### config.mk
export PLATFORM = sky130hd
export DESIGN_NAME = pvp_sqrt_cell
export DESIGN_NICKNAME = d
export VERILOG_FILES = /design/src/hw/rtl/pvp_pkg.sv /design/src/hw/rtl/pvp_sqrt_cell.sv
export SDC_FILE = /design/constraint.sdc
export NUM_CORES = 1
export LEC_CHECK = 0
export ABC_AREA = 1
export BUFFER_PORTS_ARGS = -buffer_cell sky130_fd_sc_hd__buf_2
export CAP_MARGIN = 20
export CORE_MARGIN = 2
export CORE_UTILIZATION = 45
export CTS_CLUSTER_DIAMETER = 100
export DETAILED_ROUTE_END_ITERATION = 16
export MAX_ROUTING_LAYER = met4
export PLACE_DENSITY = 0.78
export SLEW_MARGIN = 20
export SYNTH_ARGS = -nofsm -noshare
export SYNTH_HDL_FRONTEND = slang
export SYNTH_SLANG_ARGS = --single-unit
### constraint.sdc
create_clock -name clk -period 2 [get_ports clk]
set_clock_uncertainty 0.1 [all_clocks]
set_input_delay 0.2 -clock clk [delete_from_list [all_inputs] [get_ports clk]]
set_output_delay 0.2 -clock clk [all_outputs]
set_load 0.1 [all_outputs]
### src/hw/rtl/pvp_pkg.sv
package pvp_pkg;

    localparam int SW       = 32;
    localparam int FB       = 16;
    localparam int AW       = 24;
    localparam int ATB      = 24;
    localparam int CSTEPS   = 28;
    localparam int NSTEPS   = 6;
    localparam int NORM_TOP = 59;
    localparam int RADW     = 2 * SW;
    localparam int REMW     = SW + 2;
    localparam int MULW     = 7;
    localparam int DIVW     = SW + MULW + FB;
    localparam int XW       = 64;
    localparam int ZW       = 34;
    localparam int NW       = 31;
    localparam int ADDRW    = 5;
    localparam int PW       = 32;

    localparam logic signed [ZW-1:0] Z_QUARTER = ZW'(90) <<< ATB;
    localparam logic signed [AW-1:0] ANG_LIM   = AW'(90) <<< FB;
    localparam int RND_SH = ATB - FB + 1;
    localparam logic signed [ZW-1:0] RND_ADD = ZW'(1) <<< (ATB - FB);

    typedef enum logic [2:0] {
        REG_FRACTIONAL = 3'd0,
        REG_ISRC       = 3'd1,
        REG_ASRC       = 3'd2,
        REG_TSRC       = 3'd3,
        REG_THRESHOLD  = 3'd4,
        REG_DEBIAS     = 3'd5,
        REG_QNOISE     = 3'd6,
        REG_UNOISE     = 3'd7
    } reg_idx_t;

    localparam logic [1:0] SRC_NONE     = 2'd0;
    localparam logic [1:0] SRC_CURRENT  = 2'd1;
    localparam logic [1:0] SRC_COMPUTED = 2'd2;
    // unused code, behaves as none
    localparam logic [1:0] SRC_SPARE    = 2'd3;

    localparam logic [1:0] TH_NONE    = 2'd0;
    localparam logic [1:0] TH_CURRENT = 2'd1;
    localparam logic [1:0] TH_TOTAL   = 2'd2;
    localparam logic [1:0] TH_POLAR   = 2'd3;

    typedef struct packed {
        logic [RADW-1:0] rad;
        logic [REMW-1:0] rem;
        logic [SW-1:0]   root;
        logic            tag;
    } sqrt_t;

    typedef struct packed {
        logic [DIVW-1:0] num;
        logic [SW-1:0]   rem;
        logic [SW-1:0]   den;
        logic            tag;
    } div_t;

    typedef struct packed {
        logic signed [XW-1:0] x;
        logic signed [XW-1:0] y;
        logic signed [ZW-1:0] z;
    } vec_t;

    typedef struct packed {
        logic signed [SW-1:0] cur;
        logic                 cur_ok;
        logic signed [SW-1:0] ival;
        logic                 i_ok;
        logic                 qu_ok;
        logic                 zero;
    } side_t;

    function automatic logic [XW-1:0] mag_x(input logic signed [XW-1:0] v);
        mag_x = v[XW-1] ? (~v + XW'(1)) : v;
    endfunction

    // atan(2^-i) in degrees, scaled by 2^24
    function automatic logic signed [ZW-1:0] atan_deg(input int idx);
        logic signed [ZW-1:0] r;
        case (idx)
            0:  r = ZW'(754974720);
            1:  r = ZW'(445687602);
            2:  r = ZW'(235489088);
            3:  r = ZW'(119537938);
            4:  r = ZW'(60000934);
            5:  r = ZW'(30029717);
            6:  r = ZW'(15018523);
            7:  r = ZW'(7509720);
            8:  r = ZW'(3754917);
            9:  r = ZW'(1877466);
            10: r = ZW'(938734);
            11: r = ZW'(469367);
            12: r = ZW'(234684);
            13: r = ZW'(117342);
            14: r = ZW'(58671);
            15: r = ZW'(29335);
            16: r = ZW'(14668);
            17: r = ZW'(7334);
            18: r = ZW'(3667);
            19: r = ZW'(1833);
            20: r = ZW'(917);
            21: r = ZW'(458);
            22: r = ZW'(229);
            23: r = ZW'(115);
            24: r = ZW'(57);
            25: r = ZW'(29);
            26: r = ZW'(14);
            27: r = ZW'(7);
            default: r = '0;
        endcase
        atan_deg = r;
    endfunction

endpackage

### src/hw/rtl/pvp_sqrt_cell.sv
module pvp_sqrt_cell (
    input  logic          clk,
    input  logic          en,
    input  pvp_pkg::sqrt_t d_in,
    output pvp_pkg::sqrt_t d_out
);

    pvp_pkg::sqrt_t data_reg;
    pvp_pkg::sqrt_t data_next;
    logic [pvp_pkg::REMW+1:0] trial;
    logic [pvp_pkg::REMW+1:0] tsub;
    logic [pvp_pkg::REMW+1:0] diff;
    logic                     ge;

    always_comb
    begin
        trial = {d_in.rem, d_in.rad[pvp_pkg::RADW-1 -: 2]};
        tsub  = {2'b00, d_in.root, 2'b01};
        diff  = trial - tsub;
        ge    = trial >= tsub;
        data_next.rad  = {d_in.rad[pvp_pkg::RADW-3:0], 2'b00};
        data_next.rem  = ge ? diff[pvp_pkg::REMW-1:0] : trial[pvp_pkg::REMW-1:0];
        data_next.root = {d_in.root[pvp_pkg::SW-2:0], ge};
        data_next.tag  = d_in.tag;
    end

    always_ff @(posedge clk)
    begin
        if (en)
        begin
            data_reg <= data_next;
        end
    end

    assign d_out = data_reg;

endmodule

==> metrics list <==
- Growth of design area from synthesis to finish: 60.4%
- Net switching is 40.9% of the power.
- Pre-CTS setup slack: -0.320 ns
- TritonCTS built the clock tree.
- The largest single stage delay on the critical path is 0.24 ns.
- The die is between 100 and 150 um wide.
* Via Count: 7,212
- Clock-pin slew was measured on the worst setup and hold paths at 0.06 ns.
- Yosys mapped the design onto 25 distinct sky130hd cell types.
* Outcome: complete, no violations
* Initial Util: 45.7%
- The first global-routing pass estimated 37.0 mm of wire.
- Of the post-synthesis cell area, the dominant cell type holds approximately 56%.
- The final critical path takes up a little under 100% of the cycle.
- The synthesized design spends more area on one cell type than any other, namely sky130_fd_sc_hd__edfxtp_1.
- For the worst setup path, the data arrival time is 2.13 ns.
- After floorplanning, the core was sized to cover 15,100 sq um.
- The internal power of the cells totals 6.09 mW.
- The floorplan step defined a die boundary enclosing between 15,000 and 20,000 sq um.
- Dividing total power by cell area gives a power density of 927 nW/um^2.
* Net count reported at finish: 1,443
* Launch point of the worst path: d_in[13]
* Via-per-instance ratio: ~4.9
* Syn. warnings: 0
* Ranking of synthesized cells by area: sky130_fd_sc_hd__edfxtp_1 56%, sky130_fd_sc_hd__nand2_1 16%, sky130_fd_sc_hd__inv_1 7.5%, sky130_fd_sc_hd__ha_1 6.1%, sky130_fd_sc_hd__nand3_1 2.7%
- The hold violation total from the final report is 0.
- During placement, the flow inserted port buffers numbering 261.
- Post-layout minimum cycle time: roughly 2.0 ns
- The via count of the first global-routing pass is 7,237.
- # Max-Cap Violations: 0
- The number of clock buffers added by TritonCTS is 17.
- Final-layout setup total negative slack: 0 ns
- Number of optimization iterations in the first detailed-route pass: 5
- H-Tree Level Count: 4
- Once placement finished, the instance area stood at 9230 sq um.
- Total Routing Usage GR: a little over 30%
- Leak pwr: 5.65 nW
* Clk network pwr share: 29.6%
- At the end of routability-driven placement, the weighted congestion stood at a little under 1.
- Headroom to the max-slew limit came out at 64.0%.
* Starting DRC count in detailed routing: 469
- Flops & latches, synth: 129
* Cells along the critical path: buf_2, inv_1, ha_4, nand2_2, inv_1, nand2_1, nand2_1, nand2_1, nand2_1, a21oi_2, nand2_1, nand2_1, nand2_4, inv_6, nand2_1, nand2_1
- Largest driver fanout on the critical path: 33
- The worst setup path is launched from an input port.
- The post-route netlist has 32.8% of its cells at a drive strength greater than 1.
- Maximum vdd drop: ~0.00070 V
- Per report_power, the combinational group accounts for ~38% of the total.
- Clock Sinks: about 130
- Overall die height: between 100 and 150 um
- Part of the Yosys area used for sequential elements: about 56%
- The most critical setup path has its endpoint at d_out[45].
- Pin count of the biggest net entering global routing: 40
* Number of routed nets with antenna violations: 0
- Minimum setup slack in the final design: 0.0495 ns
- Top cell by count, worst path: sky130_fd_sc_hd__nand2_1
- The register with the most flip-flops in the layout has 129 of them.
* Switching power: 4.22 mW
* Overall routed net length: 25.2 mm
- Max Clock Freq: approximately 0.51 GHz
- Pin placement for this block handled 264 I/O pins.
- Data on the critical path is required at its endpoint by around 2.2 ns.
- Buffer and inverter count on the worst path: 4
* Final setup viols: 0
- Clock root cell: sky130_fd_sc_hd__clkbuf_16
- In the synthesized netlist, the number of instances is 776.
* Count of cell instances traversed by the critical path: 16
* Grt total ovfl: 0
- Post-detail-place hpwl: 16.1 mm
* Number of slew-limit violations in the final report: 0
- The tightest min-delay check is of the input port to register type.
* Critical path endpoint category: register
* Category of cells accounting for the largest share of critical-path delay: simple AND/OR/NAND/NOR gates
* Measured slew at the worst slew-check pin: about 0.54 ns
- Netlist area before placement: roughly 7000 sq um
* Average routed wire per standard cell: about 17 um
- Buffer levels on the longest clock path: 2
- Num rows: 45
* Initial antenna violation count: 1
- WS Path Type: input port to register
* Cell with the largest stage delay on the worst path: sky130_fd_sc_hd__ha_4
- For this run, design rule violations remaining after detail routing come to 0.
- Per-instance average area after synthesis: 8.93 sq um
* Design area: 11,100 sq um
- Share of total power in sequential cells: 32.9%
-- worst min-delay path, cell delays in order --
cell	delay, ns
sky130_fd_sc_hd__buf_2	0.10
sky130_fd_sc_hd__buf_4	0.10
sky130_fd_sc_hd__nand2_1	0.04
sky130_fd_sc_hd__nand2_1	0.05
-- power groups by stage --
stage                     Sequential [mW]  Combinational, mW  Clock (mW)
after floorplan                      5.35              0.722           0
final                                3.39               3.87        3.05
after global placement               3.42               3.53           0
after CTS                            3.38               3.76        3.03
after detailed placement             3.43               3.56           0
after global routing                 3.41               4.05        3.16
-- how the worst min path moves through the flow --
| stage | from | to | slack [ns] | cells past startpoint |
|---|---|---|---|---|
| global route | d_in[59] | d_out[61] | 0.08 | 4 |
| detailed placement | d_in[111] | d_out[113] | 0.28 | 1 |
| floorplan | d_in[0] | d_out[0] | 0.20 | 0 |
| CTS | d_in[37] | d_out[39] | 0.05 | 4 |
| global placement | d_in[87] | d_out[89] | 0.28 | 1 |
| finish | d_in[37] | d_out[39] | 0.07 | 4 |
-- stage by stage --
stage | cells | total power, mW | hold WS, ns | utilization [%]
final | 1478 | 10.3 | 0.0693 | 73.4
after global routing | 1478 | 10.6 | 0.0807 | 73.4
after CTS | 1475 | 10.2 | 0.0534 | 72.7
after detailed placement | 1322 | 6.99 | 0.278 | 60.9
after global placement | 1322 | 6.95 | 0.276 | 60.9
after floorplan | 777 | 6.07 | 0.199 | -
-- per-layer routing --
layer / vias to the layer above / track usage, % / share of wire [%]
met5: - / - / 0
met4: 0 / 15.4 / 5.7
met3: 111 / 6.93 / 7.0
met2: 360 / 53.2 / 49
met1: 3270 / 32.8 / 38
li1: 3471 / - / -
-- cell usage after synthesis --
| cell | count |
|---|---|
| sky130_fd_sc_hd__nand4_1 | 6 |
| sky130_fd_sc_hd__inv_1 | 139 |
| sky130_fd_sc_hd__nand3b_1 | 4 |
| sky130_fd_sc_hd__xor2_1 | 15 |
| sky130_fd_sc_hd__or2_2 | 1 |
| sky130_fd_sc_hd__buf_4 | 5 |
| sky130_fd_sc_hd__o21ai_0 | 13 |
| sky130_fd_sc_hd__nor2_1 | 49 |
| sky130_fd_sc_hd__o21bai_1 | 3 |
| sky130_fd_sc_hd__inv_4 | 1 |
| sky130_fd_sc_hd__edfxtp_1 | 129 |
| sky130_fd_sc_hd__nand3_1 | 38 |
| sky130_fd_sc_hd__buf_6 | 3 |
| sky130_fd_sc_hd__nand3_2 | 1 |
| sky130_fd_sc_hd__nand2_4 | 1 |
| sky130_fd_sc_hd__a21oi_1 | 25 |
| sky130_fd_sc_hd__nand2_1 | 288 |
| sky130_fd_sc_hd__xnor2_1 | 3 |
| sky130_fd_sc_hd__and2_1 | 3 |
| sky130_fd_sc_hd__conb_1 | 1 |
| sky130_fd_sc_hd__a21oi_2 | 1 |
| sky130_fd_sc_hd__ha_1 | 34 |
| sky130_fd_sc_hd__nor3_1 | 3 |
| sky130_fd_sc_hd__nand2_2 | 2 |
| sky130_fd_sc_hd__nor2_2 | 8 |
-- kinds of logic (layout without fill, tap and decap cells) --
group                      count (synthesis)  in the layout  synth area share (%)
xor gates and xnor gates                  18             18                  2.28
other                                      1              3                0.0541
buffers and inverters                    148            660                  8.65
DFF                                      129            129                  55.9
and+or+nand+nor                          404            404                  23.8
adders and majority gates                 34             34                  6.14
AOI/OAI and AO/OA                         42             42                  3.20
-- layout by cell type (no fill, tap or decap), drive strengths merged, types with 6 or more instances in the layout --
cell and count:
nand2 291, inv 142, ha 34, clkbuf 18, xor2 15, buf 367, nand3 39, o21ai 13
clkinv 6, edfxtp 129, a21oi 26, nor2 57, dlygate4sd3 121, nand4 6
-- cell type report --
cell class / count / area (sq um)
clock inverter: 14 / 139
antenna: 1 / 2.50
inverter: 140 / 531
fill: 1021 / 4030
sequential: 129 / 3870
clock buffer: 18 / 429
timing repair buffer: 488 / 3370
multi-input combinational: 500 / 2540
tap: 188 / 235
-- what timing repair did --
action | CTS | global route
resized for setup | 0 | 17
endpoints found under the hold margin | 121 | 0
setup endpoints to repair | 0 | 35
hold buffers | 121 | 0
buffers inserted | 0 | 2
Note: power is estimated with default switching activity, not from simulation.
