<file path="src/hw/rtl/pvp_pkg.sv">
package pvp_pkg;

    localparam int SW       = 32;
    localparam int FB       = 16;
    localparam int AW       = 24;
    localparam int ATB      = 24;
    localparam int CSTEPS   = 28;
    localparam int NSTEPS   = 6;
    localparam int NORM_TOP = 59;
    localparam int RADW     = 2 * SW;
    localparam int REMW     = SW + 2;
    localparam int MULW     = 7;
    localparam int DIVW     = SW + MULW + FB;
    localparam int XW       = 64;
    localparam int ZW       = 34;
    localparam int NW       = 31;
    localparam int ADDRW    = 5;
    localparam int PW       = 32;

    localparam logic signed [ZW-1:0] Z_QUARTER = ZW'(90) <<< ATB;
    localparam logic signed [AW-1:0] ANG_LIM   = AW'(90) <<< FB;
    localparam int RND_SH = ATB - FB + 1;
    localparam logic signed [ZW-1:0] RND_ADD = ZW'(1) <<< (ATB - FB);

    typedef enum logic [2:0] {
        REG_FRACTIONAL = 3'd0,
        REG_ISRC       = 3'd1,
        REG_ASRC       = 3'd2,
        REG_TSRC       = 3'd3,
        REG_THRESHOLD  = 3'd4,
        REG_DEBIAS     = 3'd5,
        REG_QNOISE     = 3'd6,
        REG_UNOISE     = 3'd7
    } reg_idx_t;

    localparam logic [1:0] SRC_NONE     = 2'd0;
    localparam logic [1:0] SRC_CURRENT  = 2'd1;
    localparam logic [1:0] SRC_COMPUTED = 2'd2;
    // unused code, behaves as none
    localparam logic [1:0] SRC_SPARE    = 2'd3;

    localparam logic [1:0] TH_NONE    = 2'd0;
    localparam logic [1:0] TH_CURRENT = 2'd1;
    localparam logic [1:0] TH_TOTAL   = 2'd2;
    localparam logic [1:0] TH_POLAR   = 2'd3;

    typedef struct packed {
        logic [RADW-1:0] rad;
        logic [REMW-1:0] rem;
        logic [SW-1:0]   root;
        logic            tag;
    } sqrt_t;

    typedef struct packed {
        logic [DIVW-1:0] num;
        logic [SW-1:0]   rem;
        logic [SW-1:0]   den;
        logic            tag;
    } div_t;

    typedef struct packed {
        logic signed [XW-1:0] x;
        logic signed [XW-1:0] y;
        logic signed [ZW-1:0] z;
    } vec_t;

    typedef struct packed {
        logic signed [SW-1:0] cur;
        logic                 cur_ok;
        logic signed [SW-1:0] ival;
        logic                 i_ok;
        logic                 qu_ok;
        logic                 zero;
    } side_t;

    function automatic logic [XW-1:0] mag_x(input logic signed [XW-1:0] v);
        mag_x = v[XW-1] ? (~v + XW'(1)) : v;
    endfunction

    // atan(2^-i) in degrees, scaled by 2^24
    function automatic logic signed [ZW-1:0] atan_deg(input int idx);
        logic signed [ZW-1:0] r;
        case (idx)
            0:  r = ZW'(754974720);
            1:  r = ZW'(445687602);
            2:  r = ZW'(235489088);
            3:  r = ZW'(119537938);
            4:  r = ZW'(60000934);
            5:  r = ZW'(30029717);
            6:  r = ZW'(15018523);
            7:  r = ZW'(7509720);
            8:  r = ZW'(3754917);
            9:  r = ZW'(1877466);
            10: r = ZW'(938734);
            11: r = ZW'(469367);
            12: r = ZW'(234684);
            13: r = ZW'(117342);
            14: r = ZW'(58671);
            15: r = ZW'(29335);
            16: r = ZW'(14668);
            17: r = ZW'(7334);
            18: r = ZW'(3667);
            19: r = ZW'(1833);
            20: r = ZW'(917);
            21: r = ZW'(458);
            22: r = ZW'(229);
            23: r = ZW'(115);
            24: r = ZW'(57);
            25: r = ZW'(29);
            26: r = ZW'(14);
            27: r = ZW'(7);
            default: r = '0;
        endcase
        atan_deg = r;
    endfunction

endpackage

</file>
<file path="src/hw/rtl/pvp_div_cell.sv">
module pvp_div_cell (
    input  logic         clk,
    input  logic         en,
    input  pvp_pkg::div_t d_in,
    output pvp_pkg::div_t d_out
);

    pvp_pkg::div_t data_reg;
    pvp_pkg::div_t data_next;
    logic [pvp_pkg::SW:0] rem2;
    logic [pvp_pkg::SW:0] diff;
    logic                 ge;

    always_comb
    begin
        rem2 = {d_in.rem, d_in.num[pvp_pkg::DIVW-1]};
        diff = rem2 - {1'b0, d_in.den};
        ge   = rem2 >= {1'b0, d_in.den};
        data_next.num = {d_in.num[pvp_pkg::DIVW-2:0], ge};
        data_next.rem = ge ? diff[pvp_pkg::SW-1:0] : rem2[pvp_pkg::SW-1:0];
        data_next.den = d_in.den;
        data_next.tag = d_in.tag;
    end

    always_ff @(posedge clk)
    begin
        if (en)
        begin
            data_reg <= data_next;
        end
    end

    assign d_out = data_reg;

endmodule

</file>
<file path="config.mk">
export PLATFORM = sky130hd
export DESIGN_NAME = pvp_div_cell
export DESIGN_NICKNAME = d
export VERILOG_FILES = /design/src/hw/rtl/pvp_pkg.sv /design/src/hw/rtl/pvp_div_cell.sv
export SDC_FILE = /design/constraint.sdc
export NUM_CORES = 1
export LEC_CHECK = 0
export ABC_AREA = 1
export BUFFER_PORTS_ARGS = -buffer_cell sky130_fd_sc_hd__buf_2
export CORE_MARGIN = 2
export CORE_UTILIZATION = 51
export DETAILED_ROUTE_END_ITERATION = 10
export GPL_TIMING_DRIVEN = 0
export PLACE_DENSITY = 0.85
export SKIP_LAST_GASP = 1
export SYNTH_ARGS = -nofsm -noshare
export SYNTH_HDL_FRONTEND = slang
export SYNTH_SLANG_ARGS = --single-unit
</file>
<file path="constraint.sdc">
create_clock -name clk -period 2.5 [get_ports clk]
set_clock_uncertainty 0.2 [all_clocks]
set_input_delay 0.625 -clock clk [delete_from_list [all_inputs] [get_ports clk]]
set_output_delay 0.625 -clock clk [all_outputs]
set_load 0.1 [all_outputs]
</file>
==> results by group, run 1 <==
Place
  – PortBufs: between 200 and 250
  – DP HPWL: 14.3 mm
  – RePlAce Congestion: 0.913
  – DP Cell Count: about 1,200
  – Post-placement cell area: 0.00825 mm²

Critical path
  – CP peak stage delay: approximately 0.32 ns
  – CP Class: in -> reg
  – CP dominant cell by count: nand2_1
  – Crit-path cells: buf_2, inv_1, ha_2, nand2_1, nand2_1, inv_1, nand2_1, nand2_1, nand3_2, nand2_2, nand2_2, nand2_4, nand2_8, buf_12, nand3_2, nand2_1
  – CP required: roughly 2.5 ns
  – Critical Path Sink Type: flip-flop
  – CP max-delay cell: ha_2
  – Crit path DAT: between 2 and 2.5 ns
  – Crit path max fanout: 10
  – Startpoint Class: input pin

GRT
  – Total grt overflow: 0
  – Total track usage: 0.263
  – Largest net degree at the start of global routing: 77
  – First-pass GRT wire length: 28.8 mm
  – Initial antenna violation count: 1
  – Vias in the first global route: 5,820

STA
  – Actual slew at the worst max-slew pin: 0.951 ns
  – Minimum clock period: roughly 2.4 ns
  – Max frequency: 416 MHz
  – Final setup violation count: 0
  – Final hold violation count: 0
  – Rel. slew slack: 0.366
  – Pins Over Slew Limit: 0
  – Final Cycle Share: 0.962
  – RSZ-0062 raised after global routing: false

Yosys
  – Register area share after synthesis: 0.530
  – Mapped Cells: 772
  – Synth Register Bits: 120
  – Syn avg cell area: 8.81 µm²
  – Ys async rst share: 0
  – Ys flop type: edfxtp_1
  – Cell Area, Synth: 0.00680 mm²
  – Yosys cell types: 29
  – Yosys Warn Count: 0
  – Post-synthesis net count: 927
  – EDFF count, synth: 120

Routing
  – Vias/cell: 4.87
  – Post-route DRC: 0
  – Post-route ant nets: 0
  – Met3 WL post-DR: 1.59 mm
  – DRT Pass-1 Iters: 5
  – Topmost layer with routed signal wires: met5
  – DRT Wirelength: between 15 and 20 mm
  – Wire per inst: 15.3 µm
  – Met1 wire length: around 7.5 mm
  – Met2 WL post-DR: 9.16 mm
  – Routed vias: 5,953
  – 1st-iter DRT viols: 409

Clocking
  – Htree depth: 4
  – CTS Sinks: between 100 and 150
  – Clock root buffer: clkbuf_16
  – CTS max path bufs: 2
  – CTS Buf Count: 17
  – # hold bufs at CTS: 0
  – Worst-path clk slew: ~0.060 ns
  – CTS tree: done

Cells and area
  – Number of flip-flops under the largest register name: 120
  – Most common cell after layout, fill and taps aside: nand2_1
  – Synthesis-to-finish area growth: 31.1%
  – Finished Layout Cells: 1,223
  – Design Area, Final: 0.00891 mm²
  – Layout cells sized above 1: 0.312
  – Final #Nets: about 1,200
  – Commonest cells after routing, fill and taps aside: nand2_1 (275), buf_2 (244), inv_1 (149), edfxtp_1 (120), nand3_1 (50)
  – Fill cells: 1,072
  – Ant. Diodes: 0

Power
  – Tot Pwr: 7490 µW
  – Leak: around 0.0046 µW
  – Power per cell area: 840 mW/mm²
  – Peak VDD IR: slightly below 0.4 mV

Floorplanning
  – Rows: 42
  – Core box area: roughly 0.013 mm²
  – Num ports: between 200 and 250
  – Die Y: 119 µm
  – Initial core utilization: 0.517
  – Die area: 0.0143 mm²
  – Die X: 119 µm

Worst hold path
  – Worst Hold Class: in -> reg

Status
  – Status: complete, no violations

Run
  – Total of max-cap violations: 0
-- cell usage after synthesis (2+ instances only) --
cell / count / share of area
inv_1: 149 / 0.082
o21ai_0: 2 / 0.0015
nor3_2: 2 / 0.0029
nand3_1: 52 / 0.038
nand3_2: 16 / 0.024
nor2_2: 5 / 0.0046
nand4_1: 2 / 0.0018
nand2_1: 276 / 0.15
buf_2: 7 / 0.0052
nor3_1: 6 / 0.0044
inv_2: 3 / 0.0017
nand2_2: 4 / 0.0037
edfxtp_1: 120 / 0.53
xor2_1: 13 / 0.017
nor2_1: 34 / 0.019
a21oi_1: 21 / 0.015
and2_1: 8 / 0.0074
ha_1: 32 / 0.059
nand3b_1: 10 / 0.011
-- worst max-delay path: cells and delay by family --
family        cells  cell delay [ns]
simple gates     11             0.97
fa+ha+maj         1             0.32
buf+inv           4             0.44
-- metrics by stage --
stage	setup TNS [ns]	util	worst slack, ns	hold slack, ns
detailed placement	-10.98	0.628	-0.383	0.603
global route	0	0.678	0.00514	0.175
finish	0	0.678	0.0954	0.186
floorplan	0	-	0.0796	0.524
global placement	-87.20	0.626	-0.647	0.602
CTS	0	0.672	0.0247	0.171
-- metal layers --
metal	GRT usage	up-vias
li1	-	2975
met1	0.313	2688
met2	0.454	254
met3	0.0733	34
met4	0.100	2
met5	0	-
-- cells by family after synthesis --
kind of cell             synth area share
AND/OR/NAND/NOR                     0.276
adder cells (fa/ha/maj)            0.0618
buffers and inverters              0.0959
AO/OA/AOI/OAI                      0.0180
XOR/XNOR                           0.0180
flip-flops                          0.530
-- final timing paths --
path                  from        end  slack, ns  cells after the start
setup / recovery   d_in[5]  d_out[56]        0.1                     16
hold / removal    d_in[67]  d_out[68]       0.19                      1
-- area by class of cell --
| cell class | count | area (µm²) | share of cell area |
|---|---|---|---|
| buffer | 10 | 88.8 | 0.00997 |
| clock buffer | 18 | 429 | 0.0482 |
| clock inverter | 13 | 154 | 0.0173 |
| inverter | 152 | 571 | 0.0640 |
| multi-input combinational | 490 | 2600 | 0.292 |
| sequential | 120 | 3600 | 0.404 |
| tap | 176 | 220 | 0.0247 |
| timing repair buffer | 244 | 1240 | 0.140 |
-- timing repair --
item,4_1_cts,5_1_grt
setup endpoints to repair,0,30
hold endpoints to repair,0,0
resized for setup,0,18
setup buffers,0,2
-- report_power, final --
group	switching [µW]	total, µW	internal, µW
Combinational	2090	2570	477
Clock	870	2420	1550
Sequential	44.0	2500	2460
Note: power is estimated with default switching activity, not from simulation.
==> run 2: changes to the inputs <==
Settings changed: CORE_ASPECT_RATIO from default to 1.75, CORE_UTILIZATION 51 to 55, PLACE_DENSITY 0.85 to 0.9.
Clock period 2.5 ns to 2.85 ns, I/O delays scaled along.
==> run 2 against run 1 <==
  * Critical path depth decreased by 3
  * Routed wire length increased by 10%
  * Worst hold slack improved by 0.080 ns
  * Critical path type unchanged
  * Critical endpoint is now d_out[42]
  * Largest power group is now clock
  * Highest routed layer is now met4
==> results by group, run 2 (same netlist as run 1, synthesis figures left out) <==
STA
  – Final setup violation count: 0 (unchanged)
  – Actual slew at the worst max-slew pin: 0.911 ns (-0.0399 ns)
  – Final hold violation count: 0 (unchanged)
  – RSZ-0062 raised after global routing: false
  – Final Cycle Share: 0.930
  – Minimum hold slack: 0.265 ns (+0.0797 ns)
  – Pins Over Slew Limit: 0 (unchanged)
  – Minimum clock period: approximately 2.7 ns
  – Total negative slack: 0 ns (unchanged)
  – Max frequency: between 300 and 400 MHz
  – Rel. slew slack: 0.393 (+0.0266)
  – Final WS setup: 0.199 ns (+0.104 ns)

Floorplanning
  – Core box area: 0.0121 mm² (-8.1%)
  – Rows: 53 (+26%)
  – Die X: 88.0 µm (-26%)
  – Initial core utilization: 0.563 (+0.0458)
  – Die area: 0.0133 mm² (-6.8%)
  – Die Y: 151 µm (+26%)
  – Num ports: 242 (unchanged)

Place
  – PortBufs: 241 (unchanged)
  – RePlAce Congestion: 0.949 (+3.9%)
  – Pre-CTS setup slack: -0.264 ns (+0.119 ns)
  – DP HPWL: 15.7 mm (+10%)
  – DP Cell Count: 1,179 (-0.92%)

Power
  – Peak VDD IR: 0.497 mV (+25%)
  – Leak: 0.00465 µW (+0.32%)
  – Power per cell area: 767 mW/mm² (-8.8%)

GRT
  – Total track usage: 0.307 (+0.0442)
  – First-pass GRT wire length: 30.0 mm (+4.2%)
  – Largest net degree at the start of global routing: 68 (-12%)
  – Initial antenna violation count: 2 (+1)
  – Vias in the first global route: 6,245 (+7.3%)
  – Total grt overflow: 0 (unchanged)

Worst hold path
  – Worst Hold Class: in -> reg

Cells and area
  – Final #Nets: 1,188 (-0.17%)
  – Finished Layout Cells: 1,213 (-0.82%)
  – Most common cell after layout, fill and taps aside: nand2_1
  – Layout cells sized above 1: 0.303 (-0.00926)
  – Fill cells: 939 (-12%)
  – Synthesis-to-finish area growth: 30.7%
  – Commonest cells after routing, fill and taps aside: nand2_1 (276), buf_2 (247), inv_1 (149), edfxtp_1 (120), nand3_1 (52)
  – Number of flip-flops under the largest register name: 120 (unchanged)
  – Storage cell area: 0.00360 mm² (unchanged)
  – Multi-input logic area: 0.00254 mm² (-2.2%)

Critical path
  – Crit-path cells: buf_2, inv_1, ha_1, nand2_1, nor2_2, nand2_1, nor2_2, nand2_1, nand3_1, nor2_4, buf_2, nand3_1, nand2_1
  – Crit path DAT: 2.60 ns (+0.22 ns)
  – CP max-delay cell: ha_1
  – CP required: 2.80 ns (+0.33 ns)
  – CP peak stage delay: 0.36 ns (+0.04 ns)
  – Crit path max fanout: 10 (unchanged)
  – Startpoint Class: input pin
  – CP dominant cell by count: nand2_1
  – Critical Path Sink Type: flip-flop
  – CP Class: in -> reg

Routing
  – Wire per inst: 17.0 µm (+11%)
  – DRT Wirelength: 20.6 mm (+10%)
  – 1st-iter DRT viols: 432 (+5.6%)
  – Post-route ant nets: 0 (unchanged)
  – Routed vias: 6,174 (+3.7%)
  – DRT Pass-1 Iters: 8 (+3)
  – Post-route DRC: 0 (unchanged)
  – Vias/cell: 5.09 (+4.6%)

Clocking
  – # hold bufs at CTS: 0 (unchanged)
  – CTS max path bufs: 2 (unchanged)
  – CTS tree: done
  – Worst-path clk slew: 0.06 ns (about the same)
  – CTS Sinks: 120 (unchanged)
  – CTS Buf Count: 17 (unchanged)
  – Clock root buffer: clkbuf_16
  – Htree depth: 4 (unchanged)

Status
  – Status: complete, no violations

Run
  – Total of max-cap violations: 0 (unchanged)
run 2: cell count changes in the layout (fill, tap and decap cells not counted), moves of 3 or more:
| cell | before | now |
|---|---|---|
| buf_4 | 5 | 1 |
| nor2_1 | 30 | 33 |
| ha_1 | 27 | 32 |
| ha_2 | 3 | 0 |
| clkinv_2 | 3 | 0 |
| inv_6 | 2 | 7 |
| buf_2 | 244 | 247 |
run 2: final cells by class:
| type | instances | area share |
|---|---|---|
| Sequential cell | 120 | 0.406 |
| Multi-Input combinational cell | 490 | 0.286 |
| Timing Repair Buffer | 242 | 0.139 |
| Inverter | 152 | 0.0642 |
| Clock buffer | 18 | 0.0483 |
| Clock inverter | 14 | 0.0235 |
| Tap cell | 165 | 0.0232 |
| Buffer | 10 | 0.00915 |
| Antenna cell | 2 | 0.000563 |
run 2: worst paths after layout:
path | start | slack, ns | end | cells after the start
setup / recovery | d_in[22] | 0.20 | d_out[42] | 13
hold / removal | d_in[87] | 0.27 | d_out[88] | 1
run 2: what timing repair did:
| action | CTS | global route |
|---|---|---|
| setup buffers | 0 | 0 |
| endpoints found under the hold margin | 0 | 0 |
| gates resized for setup | 0 | 1 |
| setup endpoints to repair | 0 | 1 |
run 2: power breakdown:
group	switching, µW	internal [µW]	total [µW]	leakage, µW
registers	41.4	2150	2190	0.00117
clock network	867	1490	2360	0.000309
logic	1850	408	2260	0.00317
run 2: critical path: cells and delay by family:
kind,cells,cell delay [ns]
fa+ha+maj,1,0.36
buf+inv,3,0.36
simple gates,9,1.17
run 2: stage by stage:
| stage | utilization | cell area (µm²) | total power [µW] |
|---|---|---|---|
| floorplan | - | 6800 | 4010 |
| global placement | 0.680 | 8210 | 4430 |
| detailed placement | 0.683 | 8240 | 4470 |
| CTS | 0.736 | 8880 | 6810 |
| global route | 0.736 | 8890 | 7010 |
| finish | 0.736 | 8890 | 6810 |
run 2: per-layer routing:
metal	track usage	share of wire	wire [µm]
met1	0.268	0.31	6370
met2	0.620	0.57	11800
met3	0.0747	0.074	1520
met4	0.146	0.044	899
met5	0	0	0
