**src/hw/rtl/pvp_pkg.sv**
```systemverilog
package pvp_pkg;

    localparam int SW       = 32;
    localparam int FB       = 16;
    localparam int AW       = 24;
    localparam int ATB      = 24;
    localparam int CSTEPS   = 28;
    localparam int NSTEPS   = 6;
    localparam int NORM_TOP = 59;
    localparam int RADW     = 2 * SW;
    localparam int REMW     = SW + 2;
    localparam int MULW     = 7;
    localparam int DIVW     = SW + MULW + FB;
    localparam int XW       = 64;
    localparam int ZW       = 34;
    localparam int NW       = 31;
    localparam int ADDRW    = 5;
    localparam int PW       = 32;

    localparam logic signed [ZW-1:0] Z_QUARTER = ZW'(90) <<< ATB;
    localparam logic signed [AW-1:0] ANG_LIM   = AW'(90) <<< FB;
    localparam int RND_SH = ATB - FB + 1;
    localparam logic signed [ZW-1:0] RND_ADD = ZW'(1) <<< (ATB - FB);

    typedef enum logic [2:0] {
        REG_FRACTIONAL = 3'd0,
        REG_ISRC       = 3'd1,
        REG_ASRC       = 3'd2,
        REG_TSRC       = 3'd3,
        REG_THRESHOLD  = 3'd4,
        REG_DEBIAS     = 3'd5,
        REG_QNOISE     = 3'd6,
        REG_UNOISE     = 3'd7
    } reg_idx_t;

    localparam logic [1:0] SRC_NONE     = 2'd0;
    localparam logic [1:0] SRC_CURRENT  = 2'd1;
    localparam logic [1:0] SRC_COMPUTED = 2'd2;
    // unused code, behaves as none
    localparam logic [1:0] SRC_SPARE    = 2'd3;

    localparam logic [1:0] TH_NONE    = 2'd0;
    localparam logic [1:0] TH_CURRENT = 2'd1;
    localparam logic [1:0] TH_TOTAL   = 2'd2;
    localparam logic [1:0] TH_POLAR   = 2'd3;

    typedef struct packed {
        logic [RADW-1:0] rad;
        logic [REMW-1:0] rem;
        logic [SW-1:0]   root;
        logic            tag;
    } sqrt_t;

    typedef struct packed {
        logic [DIVW-1:0] num;
        logic [SW-1:0]   rem;
        logic [SW-1:0]   den;
        logic            tag;
    } div_t;

    typedef struct packed {
        logic signed [XW-1:0] x;
        logic signed [XW-1:0] y;
        logic signed [ZW-1:0] z;
    } vec_t;

    typedef struct packed {
        logic signed [SW-1:0] cur;
        logic                 cur_ok;
        logic signed [SW-1:0] ival;
        logic                 i_ok;
        logic                 qu_ok;
        logic                 zero;
    } side_t;

    function automatic logic [XW-1:0] mag_x(input logic signed [XW-1:0] v);
        mag_x = v[XW-1] ? (~v + XW'(1)) : v;
    endfunction

    // atan(2^-i) in degrees, scaled by 2^24
    function automatic logic signed [ZW-1:0] atan_deg(input int idx);
        logic signed [ZW-1:0] r;
        case (idx)
            0:  r = ZW'(754974720);
            1:  r = ZW'(445687602);
            2:  r = ZW'(235489088);
            3:  r = ZW'(119537938);
            4:  r = ZW'(60000934);
            5:  r = ZW'(30029717);
            6:  r = ZW'(15018523);
            7:  r = ZW'(7509720);
            8:  r = ZW'(3754917);
            9:  r = ZW'(1877466);
            10: r = ZW'(938734);
            11: r = ZW'(469367);
            12: r = ZW'(234684);
            13: r = ZW'(117342);
            14: r = ZW'(58671);
            15: r = ZW'(29335);
            16: r = ZW'(14668);
            17: r = ZW'(7334);
            18: r = ZW'(3667);
            19: r = ZW'(1833);
            20: r = ZW'(917);
            21: r = ZW'(458);
            22: r = ZW'(229);
            23: r = ZW'(115);
            24: r = ZW'(57);
            25: r = ZW'(29);
            26: r = ZW'(14);
            27: r = ZW'(7);
            default: r = '0;
        endcase
        atan_deg = r;
    endfunction

endpackage

```
**src/hw/rtl/pvp_norm_cell.sv**
```systemverilog
module pvp_norm_cell #(
    parameter int STEP = 1
) (
    input  logic         clk,
    input  logic         en,
    input  pvp_pkg::vec_t d_in,
    output pvp_pkg::vec_t d_out
);

    pvp_pkg::vec_t data_reg;
    pvp_pkg::vec_t data_next;
    logic [pvp_pkg::XW-1:0] mx;
    logic [pvp_pkg::XW-1:0] my;
    logic                   small_both;

    always_comb
    begin
        mx = pvp_pkg::mag_x(d_in.x);
        my = pvp_pkg::mag_x(d_in.y);
        small_both = ((mx >> (pvp_pkg::NORM_TOP - STEP)) == '0) &&
                     ((my >> (pvp_pkg::NORM_TOP - STEP)) == '0);
        data_next.x = small_both ? (d_in.x <<< STEP) : d_in.x;
        data_next.y = small_both ? (d_in.y <<< STEP) : d_in.y;
        data_next.z = d_in.z;
    end

    always_ff @(posedge clk)
    begin
        if (en)
        begin
            data_reg <= data_next;
        end
    end

    assign d_out = data_reg;

endmodule

```
**config.mk**
```make
export PLATFORM = sky130hd
export DESIGN_NAME = pvp_norm_cell
export DESIGN_NICKNAME = d
export VERILOG_FILES = /design/src/hw/rtl/pvp_pkg.sv /design/src/hw/rtl/pvp_norm_cell.sv
export SDC_FILE = /design/constraint.sdc
export NUM_CORES = 1
export LEC_CHECK = 0
export BUFFER_PORTS_ARGS = -buffer_cell sky130_fd_sc_hd__clkbuf_2
export CAP_MARGIN = 25
export CORE_MARGIN = 4
export CORE_UTILIZATION = 30
export DETAILED_ROUTE_END_ITERATION = 10
export PLACE_DENSITY = 0.57
export REMOVE_ABC_BUFFERS = 1
export SLEW_MARGIN = 40
export SYNTH_ARGS = -nofsm -noshare
export SYNTH_HDL_FRONTEND = slang
export SYNTH_SLANG_ARGS = --single-unit
```
**constraint.sdc**
```tcl
create_clock -name clk -period 6.17 [get_ports clk]
set_clock_uncertainty 0.05 [all_clocks]
set_input_delay 0.9255 -clock clk [delete_from_list [all_inputs] [get_ports clk]]
set_output_delay 0.9255 -clock clk [all_outputs]
set_load 0.1 [all_outputs]
```
==> metrics.log, run 1 <==
INFO  metric outcome = finished, final reports clean
INFO  metric clk_pin_slew = 0.07 ns
INFO  metric worst-path-max-fanout = 86
INFO  metric cts.path.max_buffers = 2
INFO  metric drt_pass1_iterations = 4
INFO  metric number_of_antenna_diodes = 0
INFO  metric startpoint_of_the_lowest_slack_hold_path = d_in[10]
INFO  metric antenna_violations_before_repair = 2
INFO  metric netlist_top_cells_area = sky130_fd_sc_hd__edfxtp_1, sky130_fd_sc_hd__mux2_2, sky130_fd_sc_hd__mux2_1
INFO  metric fin_tns_setup = 0 ns
INFO  metric critical_path_arrival = 3.88 ns
INFO  metric critPathCaptureType = register
INFO  metric p_total = 3.27 mW
INFO  metric worst_slack = 2.41 ns
INFO  metric dominant_register_cell_in_the_synthesized_netlist = sky130_fd_sc_hd__edfxtp_1
INFO  metric die_area = 0.0250 mm^2
INFO  metric layoutNonFillerInstCount = 989
INFO  metric timing_worst_setup_path_type = primary input to register
INFO  metric cts.sink_count = 162
INFO  metric pre_cts_ws = 1.89 ns
INFO  metric die_h = 158 um
INFO  metric postSynthAreaPerCell = 18.2 um^2
INFO  metric start_util = 30.7%
INFO  metric met1_usage = 16.7%
INFO  metric vias_in_the_first_global_route = 4,810
INFO  metric number_of_enable_type_register_cells_in_the_synthesized_netlist = 162
INFO  metric cts_tree = done
INFO  metric num-nets-final = 860
INFO  metric area_of_the_core = 0.0220 mm^2
INFO  metric grt_first_pass_wirelength = 27.6 mm
INFO  metric grt.overflow.total = 0
INFO  metric drt-total-wl = 19.6 mm
INFO  metric final_antenna_net_count = 0
INFO  metric grt_max_degree = 111
INFO  metric cell_type_with_the_highest_aggregate_area_in_the_netlist = sky130_fd_sc_hd__edfxtp_1
INFO  metric grt_util_all_layers = 14.5%
INFO  metric type_of_element_launching_the_critical_path = primary input
INFO  metric max_capacitance_violation_count = 0
INFO  metric fmax = 266 MHz
INFO  metric timing_max_transition_violations_final = 0
INFO  metric place.gp.congestion = 0.800
INFO  metric vias = 4,710
INFO  metric final_layout_size_suffix_gt1_share = 65.3%
INFO  metric maxSlewHeadroom = 53.9%
INFO  metric fin_crit_sh = 61.0%
INFO  metric postCtsHoldBufs = 0
INFO  metric seq_area_frac_synth = 71.9%
INFO  metric timing.final.hold_violations = 0
INFO  metric cts_resized = 0
INFO  metric gr-usage-met2 = 25.8%
INFO  metric syn_area = 0.00677 mm^2
INFO  metric max_slew.worst_pin.slew = 0.691 ns
INFO  metric timing.final.crit_period = 3.76 ns
INFO  metric path_class_of_the_lowest_slack_min_delay_path = primary input to register
INFO  metric worst_ep_required_time = 6.29 ns
INFO  metric dp.cells = 956
INFO  metric number_of_inserted_filler_cells_in_the_final_layout = 2,051
INFO  metric ys.warnings.count = 0
INFO  metric synth_cells = 371
INFO  metric wl_per_cell = 19.8 um
INFO  metric violation_count_after_the_first_detailed_route_iteration = 207
INFO  metric holdPathEnd = d_out[10]
INFO  metric io-pin-count = 326
INFO  metric power_leakage = 3.79 nW
INFO  metric die_width = 158 um
INFO  metric maximum_resistive_drop_on_vdd = 0.152 mV
INFO  metric finalSetupViolations = 0
INFO  metric placed_wire_length_estimate = 15.2 mm
INFO  metric vias_per_cell = 4.76
INFO  metric grt.met3_usage = 5.39%
INFO  metric cts.root.buffer_cell = sky130_fd_sc_hd__clkbuf_16
INFO  metric grt_setup_unrepaired = no
INFO  metric htree_levels = 4
INFO  metric top_usage_layer = met2
INFO  metric row_count = 54
INFO  metric asyncSetResetFlopFracSynth = 0%
INFO  metric yosysTopAreaCellShare = 71.9%
INFO  metric flow.area_growth_from_synthesis = 37.3%
INFO  metric hold_path_depth = 1
INFO  metric remaining_drc_errors = 0
INFO  metric distinct_cell_type_count_of_the_synthesized_netlist = 30
INFO  metric power.density_cell_area = 352 mW/mm^2
INFO  metric postCtsSetupRepairBufs = 0
INFO  metric tritoncts.num_buffers = 17
INFO  metric synth-seq-cells = 162
INFO  metric largest_register_ff_count = 162
INFO  metric place.port_buffers = 325
==> Yosys cell counts (3+ instances only) <==
cell / instances
sky130_fd_sc_hd__mux2_1: 18
sky130_fd_sc_hd__nand3_1: 5
sky130_fd_sc_hd__buf_4: 9
sky130_fd_sc_hd__clkbuf_1: 10
sky130_fd_sc_hd__edfxtp_1: 162
sky130_fd_sc_hd__nor2_1: 6
sky130_fd_sc_hd__nor4_1: 29
sky130_fd_sc_hd__mux2_2: 98
sky130_fd_sc_hd__buf_6: 3
sky130_fd_sc_hd__nand4_1: 6
==> metal layers <==
layer	routed length, um	vias up
met5	14	-
met3	1870	12
li1	-	2159
met1	7510	2323
met4	164	4
met2	10000	212
==> critical path, cell delays in order <==
cell,delay (ns)
sky130_fd_sc_hd__clkbuf_2,0.10
sky130_fd_sc_hd__nor4_1,0.44
sky130_fd_sc_hd__nand4_1,0.24
sky130_fd_sc_hd__nor4_4,0.46
sky130_fd_sc_hd__nor3b_1,0.12
sky130_fd_sc_hd__a211o_1,0.25
sky130_fd_sc_hd__nor4_2,0.41
sky130_fd_sc_hd__buf_12,0.37
sky130_fd_sc_hd__mux2_2,0.40
==> report_power, final <==
| group | total [mW] | leakage (nW) | internal, mW | switching, mW |
|---|---|---|---|---|
| Clock | 1.07 | 0.294 | 0.583 | 0.490 |
| Combinational | 0.862 | 1.91 | 0.124 | 0.739 |
| Sequential | 1.33 | 1.59 | 1.31 | 0.0258 |
| Total | 3.27 | 3.79 | 2.01 | 1.25 |
==> cell families after synthesis <==
family / share of synthesized area [%]
compound gates: 1.29
buf+inv: 2.18
flops: 71.9
mux: 19.6
simple gates: 5.06
==> worst max path at each step <==
stage,startpoint,to,slack (ns),depth (start not counted)
CTS,d_in[88],d_out[43],2.35,9
floorplan,d_in[88],d_out[100],-8.69,7
finish,d_in[88],d_out[74],2.41,9
detailed placement,d_in[88],d_out[78],1.89,9
global route,d_in[62],d_out[83],2.20,9
global placement,d_in[88],d_out[78],1.95,9
==> area by class of cell <==
cell class | instances | area [um^2] | share of cell area, %
timing repair buffer | 329 | 1700 | 18.3
inverter | 1 | 3.75 | 0.0404
clock buffer | 17 | 425 | 4.58
multi-input combinational | 185 | 1760 | 19.0
clock inverter | 15 | 186 | 2.01
sequential | 162 | 4860 | 52.3
tap | 280 | 350 | 3.77
==> metrics by stage <==
| step | hold slack, ns | instance area (um^2) | util, % |
|---|---|---|---|
| final | 0.629 | 9290 | 42.2 |
| after detailed placement | 1.05 | 8650 | 39.3 |
| after CTS | 0.603 | 9270 | 42.1 |
| after global placement | 1.05 | 8650 | 39.3 |
| after global routing | 0.600 | 9290 | 42.2 |
| after floorplan | 0.974 | 6630 | - |
==> cell usage in the layout, fill, tap and decap left out, types with 2 or more instances in the layout <==
cell,n
sky130_fd_sc_hd__clkinv_8,4
sky130_fd_sc_hd__o21ai_0,2
sky130_fd_sc_hd__nand3_1,5
sky130_fd_sc_hd__buf_4,2
sky130_fd_sc_hd__nor2b_1,2
sky130_fd_sc_hd__clkinv_4,2
sky130_fd_sc_hd__inv_6,5
sky130_fd_sc_hd__nor2_1,6
sky130_fd_sc_hd__edfxtp_1,162
sky130_fd_sc_hd__mux2_1,18
sky130_fd_sc_hd__a211oi_1,2
sky130_fd_sc_hd__o211ai_1,2
sky130_fd_sc_hd__nand4_1,6
sky130_fd_sc_hd__inv_8,2
sky130_fd_sc_hd__clkbuf_16,17
sky130_fd_sc_hd__mux2i_1,2
sky130_fd_sc_hd__nor4_1,28
sky130_fd_sc_hd__mux2_2,98
sky130_fd_sc_hd__clkbuf_2,324
sky130_fd_sc_hd__nor4_2,2
Power figures use the tool's default switching activity.
==> run 2, diff against run 1 <==
- clock period: 6.17 -> 3.5 ns (I/O delays scaled with it)
==> run 2 against run 1 <==
Compared with the run above:
- sequential share of layout area down 0.81 points
- hold slack worse by 0.40 ns
- routed wire length up 1.8%
- worst setup slack worse by 2.1 ns
- critical path type unchanged
- global-route usage up 0.67 points
- highest routed layer unchanged
- final cell count up 2.4%
- non-clock buffer count up 23
==> metrics.log, run 2 (synthesis results as in run 1) <==
INFO  metric vias_per_cell = 4.72
INFO  metric path_class_of_the_lowest_slack_min_delay_path = primary input to register
INFO  metric power_leakage = 3.88 nW
INFO  metric dp.cells = 980
INFO  metric wl_per_cell = 19.7 um
INFO  metric grt_max_degree = 75
INFO  metric row_count = 54
INFO  metric drt-total-wl = 20.0 mm
INFO  metric grt.overflow.total = 0
INFO  metric area_of_the_core = 0.0220 mm^2
INFO  metric worst_slack = 0.320 ns
INFO  metric io-pin-count = 326
INFO  metric start_util = 30.7%
INFO  metric die_width = 158 um
INFO  metric placed_wire_length_estimate = 15.7 mm
INFO  metric flow.area_growth_from_synthesis = 39.4%
INFO  metric grt.met3_usage = 4.98%
INFO  metric gr-usage-met2 = 26.3%
INFO  metric finalSetupViolations = 0
INFO  metric critPathCaptureType = register
INFO  metric cts_resized = 0
INFO  metric outcome = finished, final reports clean
INFO  metric fin_tns_setup = 0 ns
INFO  metric final_antenna_net_count = 0
INFO  metric layoutNonFillerInstCount = 1,013
INFO  metric htree_levels = 4
INFO  metric max_slew.worst_pin.slew = 0.724 ns
INFO  metric critical-path-slowest-cell = sky130_fd_sc_hd__nor4_1
INFO  metric number_of_inserted_filler_cells_in_the_final_layout = 2,057
INFO  metric placedInstanceArea = 0.00885 mm^2
INFO  metric timing.final.crit_period = 3.18 ns
INFO  metric timing_worst_setup_path_type = primary input to register
INFO  metric violation_count_after_the_first_detailed_route_iteration = 247
INFO  metric tritoncts.num_buffers = 17
INFO  metric pre_cts_ws = -0.175 ns
INFO  metric postCtsHoldBufs = 0
INFO  metric type_of_element_launching_the_critical_path = primary input
INFO  metric die_h = 158 um
INFO  metric met1_usage = 17.9%
INFO  metric worst_ep_required_time = 3.61 ns
INFO  metric clk_pin_slew = 0.07 ns
INFO  metric grt_setup_unrepaired = no
INFO  metric critical_path_arrival = 3.30 ns
INFO  metric fin_crit_sh = 90.9%
INFO  metric cts.path.max_buffers = 2
INFO  metric layout.cells.most_common = sky130_fd_sc_hd__clkbuf_2
INFO  metric grt_first_pass_wirelength = 28.8 mm
INFO  metric cts_tree = done
INFO  metric final_layout_size_suffix_gt1_share = 66.3%
INFO  metric cts.sink_count = 162
INFO  metric critical_path.cell_chain = clkbuf_2 -> nor4_1 -> buf_4 -> nand4_1 -> nor4_4 -> nor3b_1 -> a211o_1 -> nor4_2 -> buf_4 -> buf_12 -> mux2_2
INFO  metric power.density_cell_area = 606 mW/mm^2
INFO  metric max_capacitance_violation_count = 0
INFO  metric timing.final.hold_violations = 0
INFO  metric vias = 4,779
INFO  metric largest_register_ff_count = 162
INFO  metric hold_ws = 0.227 ns
INFO  metric most-common-layout-cells = sky130_fd_sc_hd__clkbuf_2, sky130_fd_sc_hd__edfxtp_1, sky130_fd_sc_hd__mux2_2
INFO  metric cts.root.buffer_cell = sky130_fd_sc_hd__clkbuf_16
INFO  metric hold_path_depth = 1
INFO  metric place.gp.congestion = 0.830
INFO  metric die_area = 0.0250 mm^2
INFO  metric num-nets-final = 883
INFO  metric cp_common_cell = sky130_fd_sc_hd__buf_4
INFO  metric antenna_violations_before_repair = 1
INFO  metric maxSlewHeadroom = 51.7%
INFO  metric maximum_resistive_drop_on_vdd = 0.264 mV
INFO  metric worst-path-max-fanout = 44
INFO  metric vias_in_the_first_global_route = 5,050
INFO  metric fmax = 314 MHz
INFO  metric postCtsSetupRepairBufs = 0
INFO  metric drt_pass1_iterations = 5
INFO  metric grt_util_all_layers = 15.2%
INFO  metric place.port_buffers = 325
INFO  metric timing_max_transition_violations_final = 0
INFO  metric top_usage_layer = met2
INFO  metric fin_area = 0.00944 mm^2
INFO  metric remaining_drc_errors = 0
INFO  metric max_stage_delay = 0.38 ns
[run 2: per-stage QoR]
| step | util [%] | power [mW] |
|---|---|---|
| floorplan | - | 3.57 |
| global placement | 40.2 | 3.92 |
| detailed placement | 40.2 | 3.94 |
| CTS | 42.8 | 5.80 |
| global route | 42.8 | 5.92 |
| finish | 42.8 | 5.72 |
[run 2: where the power goes]
part | total [mW] | switching [mW] | internal, mW
Clock | 1.84 | 0.838 | 1.00
Sequential | 2.35 | 0.0479 | 2.31
Combinational | 1.53 | 1.30 | 0.226
Total | 5.72 | 2.19 | 3.53
[run 2: worst max-delay path: cells and delay by family]
family          cells  cell delay (ns)
compound gates      1             0.26
buf+inv             4             0.77
simple gates        5             1.33
mux                 1             0.37
[run 2: area by class of cell]
| cell class | count | area [um^2] | area share, % |
|---|---|---|---|
| Timing Repair Buffer | 352 | 1870 | 19.8 |
| Inverter | 1 | 3.75 | 0.0398 |
| Multi-Input combinational cell | 185 | 1760 | 18.7 |
| Clock buffer | 17 | 425 | 4.51 |
| Sequential cell | 162 | 4860 | 51.5 |
| Antenna cell | 1 | 2.50 | 0.0265 |
| Tap cell | 280 | 350 | 3.71 |
| Clock inverter | 15 | 155 | 1.64 |
[run 2: metal layers]
metal / vias to the layer above / part of all wire [%]
met5: - / 0.065
met4: 2 / 1.7
met3: 18 / 9.2
met2: 228 / 51
met1: 2328 / 38
li1: 2203 / -
[run 2: worst paths after layout]
kind | startpoint | endpoint | slack, ns
max | d_in[62] | d_out[135] | 0.32
min | d_in[17] | d_out[17] | 0.23
==> run 3, diff against run 2 <==
- ABC_AREA: not set -> 1
- PLACE_DENSITY: 0.57 -> not set
- PLACE_DENSITY_LB_ADDON: not set -> 0.05
==> run 3 against run 2 <==
Compared with the run above:
- power up 5.8%
- hold slack got worse by 0.00061 ns
- global-route usage up 2.6 points
- critical endpoint is now d_out[92]
- largest power group unchanged
==> metrics.log, run 3 <==
INFO  metric yosys-top-cells-count = sky130_fd_sc_hd__nand2_1, sky130_fd_sc_hd__nor2_1, sky130_fd_sc_hd__edfxtp_1
INFO  metric worstSetupStartpoint = d_in[118]
INFO  metric number_of_antenna_diodes = 0
INFO  metric timing.final.hold_violations = 0
INFO  metric synth_simple_gate_area_share = 35.9%
INFO  metric power.density_cell_area = 562 mW/mm^2
INFO  metric layout.cells.most_common = sky130_fd_sc_hd__nand2_1
INFO  metric pre_cts_ws = 0.434 ns
INFO  metric synth-seq-cells = 162
INFO  metric postCtsHoldBufs = 0
INFO  metric clk_pin_slew = 0.08 ns
INFO  metric path_class_of_the_lowest_slack_min_delay_path = primary input to register
INFO  metric yosysTopAreaCellShare = 59.6%
INFO  metric cts_tree = done
INFO  metric finalSetupViolations = 0
INFO  metric power_frac_clock = 33.9%
INFO  metric hold_ws = 0.226 ns
INFO  metric die_width = 173 um
INFO  metric cts.sink_count = 162
INFO  metric ys.warnings.count = 0
INFO  metric start_util = 30.4%
INFO  metric worst_slack = 0.818 ns
INFO  metric dominant_register_cell_in_the_synthesized_netlist = sky130_fd_sc_hd__edfxtp_1
INFO  metric asyncSetResetFlopFracSynth = 0%
INFO  metric vias_per_cell = 4.66
INFO  metric synth_adder_area_share = 0%
INFO  metric power_switching_share = 39.1%
INFO  metric cts_resized = 0
INFO  metric grt.overflow.total = 0
INFO  metric multi_input_area = 0.00295 mm^2
INFO  metric distinct_cell_type_count_of_the_synthesized_netlist = 19
INFO  metric netlist_top_cells_area = sky130_fd_sc_hd__edfxtp_1, sky130_fd_sc_hd__nand2_1, sky130_fd_sc_hd__nor2_1
INFO  metric number_of_inserted_filler_cells_in_the_final_layout = 2,825
INFO  metric ff_latch_area = 0.00486 mm^2
INFO  metric place.port_buffers = 325
INFO  metric critical_path_arrival = 2.80 ns
INFO  metric io-pin-count = 326
INFO  metric cts.path.max_buffers = 2
INFO  metric comb_power_share = 27.3%
INFO  metric internal_power = 3.69 mW
INFO  metric placed_wire_length_estimate = 20.0 mm
INFO  metric vias_in_the_first_global_route = 7,276
INFO  metric syn_area = 0.00816 mm^2
INFO  metric worst_ep_required_time = 3.62 ns
INFO  metric seq_area_frac_synth = 59.6%
INFO  metric main_combinational_cell_family_by_area_after_synthesis = simple AND/OR/NAND/NOR gates
INFO  metric grt_first_pass_wirelength = 42.4 mm
INFO  metric timing.final.crit_period = 2.68 ns
INFO  metric postCtsSetupRepairBufs = 0
INFO  metric top_count_cell_post_synth = sky130_fd_sc_hd__nand2_1
INFO  metric area_of_the_core = 0.0269 mm^2
INFO  metric outcome = finished, final reports clean
INFO  metric htree_levels = 4
INFO  metric vias = 7,565
INFO  metric timing_max_transition_violations_final = 0
INFO  metric wl_per_cell = 17.0 um
INFO  metric p_total = 6.05 mW
INFO  metric fmax = 373 MHz
INFO  metric violation_count_after_the_first_detailed_route_iteration = 537
INFO  metric max_slew.worst_pin.slew = 0.590 ns
INFO  metric power.switching = 2.37 mW
INFO  metric fin_tns_setup = 0 ns
INFO  metric drt-total-wl = 27.6 mm
INFO  metric sequentialPowerShare = 38.8%
INFO  metric critPathCaptureType = register
INFO  metric cts.root.buffer_cell = sky130_fd_sc_hd__clkbuf_16
INFO  metric worst-path-max-fanout = 51
INFO  metric die_area = 0.0299 mm^2
INFO  metric remaining_drc_errors = 0
INFO  metric tritoncts.num_buffers = 17
INFO  metric cell_type_with_the_highest_aggregate_area_in_the_netlist = sky130_fd_sc_hd__edfxtp_1
INFO  metric maximum_resistive_drop_on_vdd = 0.275 mV
INFO  metric power_leakage = 4.93 nW
INFO  metric grt_util_all_layers = 17.9%
INFO  metric number_of_enable_type_register_cells_in_the_synthesized_netlist = 162
INFO  metric maxSlewHeadroom = 60.8%
INFO  metric drt_pass1_iterations = 4
INFO  metric antenna_violations_before_repair = 0
INFO  metric place.gp.congestion = 0.758
INFO  metric synth_compound_area_share = 0.184%
INFO  metric num-nets-final = 1,433
INFO  metric max_capacitance_violation_count = 0
INFO  metric synth_cells = 964
INFO  metric type_of_element_launching_the_critical_path = primary input
INFO  metric grt_max_degree = 68
INFO  metric grt_setup_unrepaired = no
INFO  metric most-common-layout-cells = sky130_fd_sc_hd__nand2_1, sky130_fd_sc_hd__clkbuf_2, sky130_fd_sc_hd__nor2_1
INFO  metric largest_register_ff_count = 162
INFO  metric final_antenna_net_count = 0
INFO  metric worstSetupEndpoint = d_out[92]
INFO  metric row_count = 60
INFO  metric die_h = 173 um
INFO  metric synth_xor_xnor_area_share = 0%
INFO  metric timing_worst_setup_path_type = primary input to register
INFO  metric flow.area_growth_from_synthesis = 31.9%
INFO  metric yosys-mux-area-fraction = 0%
INFO  metric final_layout_size_suffix_gt1_share = 28.9%
INFO  metric postSynthAreaPerCell = 8.47 um^2
INFO  metric fin_crit_sh = 76.6%
run 3: changes by cell type after synthesis, moves of 14 or more:
cell                      before  now
sky130_fd_sc_hd__inv_1         1   26
sky130_fd_sc_hd__mux2_2       98    0
sky130_fd_sc_hd__buf_2         1   15
sky130_fd_sc_hd__mux2_1       18    0
sky130_fd_sc_hd__nand2_1       1  396
sky130_fd_sc_hd__nand3_1       5  133
sky130_fd_sc_hd__nor2_1        6  184
sky130_fd_sc_hd__nor4_1       29    0
run 3: worst min path at each step:
| stage | startpoint | end | slack, ns | cells after the start |
|---|---|---|---|---|
| after CTS | d_in[22] | d_out[22] | 0.20 | 1 |
| after detailed placement | d_in[22] | d_out[22] | 0.65 | 1 |
| after floorplan | d_in[0] | d_out[0] | 0.57 | 0 |
| final | d_in[6] | d_out[6] | 0.23 | 1 |
| after global placement | d_in[30] | d_out[30] | 0.65 | 1 |
| after global routing | d_in[8] | d_out[8] | 0.20 | 1 |
run 3: per-layer routing:
metal | up-vias | GRT usage (%) | share of wire (%)
met1 | 3531 | 24.7 | 46
met4 | 0 | 4.49 | 1.4
met5 | - | 0 | 0
met3 | 23 | 3.87 | 5.8
li1 | 3758 | - | -
met2 | 253 | 28.7 | 46
run 3: worst max-delay path: stages:
cell                       delay, ns
sky130_fd_sc_hd__clkbuf_2       0.11
sky130_fd_sc_hd__nor2_1         0.38
sky130_fd_sc_hd__nand2_1        0.11
sky130_fd_sc_hd__nor2_1         0.11
sky130_fd_sc_hd__nand2_1        0.05
sky130_fd_sc_hd__nor2_1         0.27
sky130_fd_sc_hd__nand2_1        0.16
sky130_fd_sc_hd__nand2_1        0.11
sky130_fd_sc_hd__nand2_1        0.06
sky130_fd_sc_hd__nand2_1        0.05
sky130_fd_sc_hd__nand3_1        0.07
sky130_fd_sc_hd__nor2_1         0.18
sky130_fd_sc_hd__nand3_4        0.19
sky130_fd_sc_hd__buf_12         0.23
sky130_fd_sc_hd__nand2_1        0.09
sky130_fd_sc_hd__nand2_1        0.05
run 3: power by group through the flow:
stage | Combinational [mW] | Clock [mW] | Sequential, mW
after global placement | 1.66 | 0 | 2.39
final | 1.65 | 2.05 | 2.35
after global routing | 1.72 | 2.18 | 2.36
after detailed placement | 1.66 | 0 | 2.39
after CTS | 1.66 | 2.11 | 2.35
after floorplan | 0.147 | 0 | 3.49
run 3: area by class of cell:
cell class                      instances  area share [%]
Sequential cell                       162            45.2
Multi-Input combinational cell        727            27.4
Timing Repair Buffer                  334            16.7
Clock buffer                           18            3.99
Tap cell                              341            3.96
Clock inverter                         14            1.80
Inverter                               27           0.941
run 3: logic make-up (layout without fill, tap and decap cells):
family          after synthesis  after routing
flops                       162            162
buf+inv                      75            393
compound gates                3              3
simple gates                724            724
run 3: per-stage QoR:
stage	std cells	cell area, um^2	util [%]
6_report	1623	10800	40.1
3_3_place_gp	1591	10100	37.7
3_5_place_dp	1591	10100	37.7
4_1_cts	1623	10800	40.1
2_1_floorplan	916	7910	-
5_1_grt	1623	10800	40.1
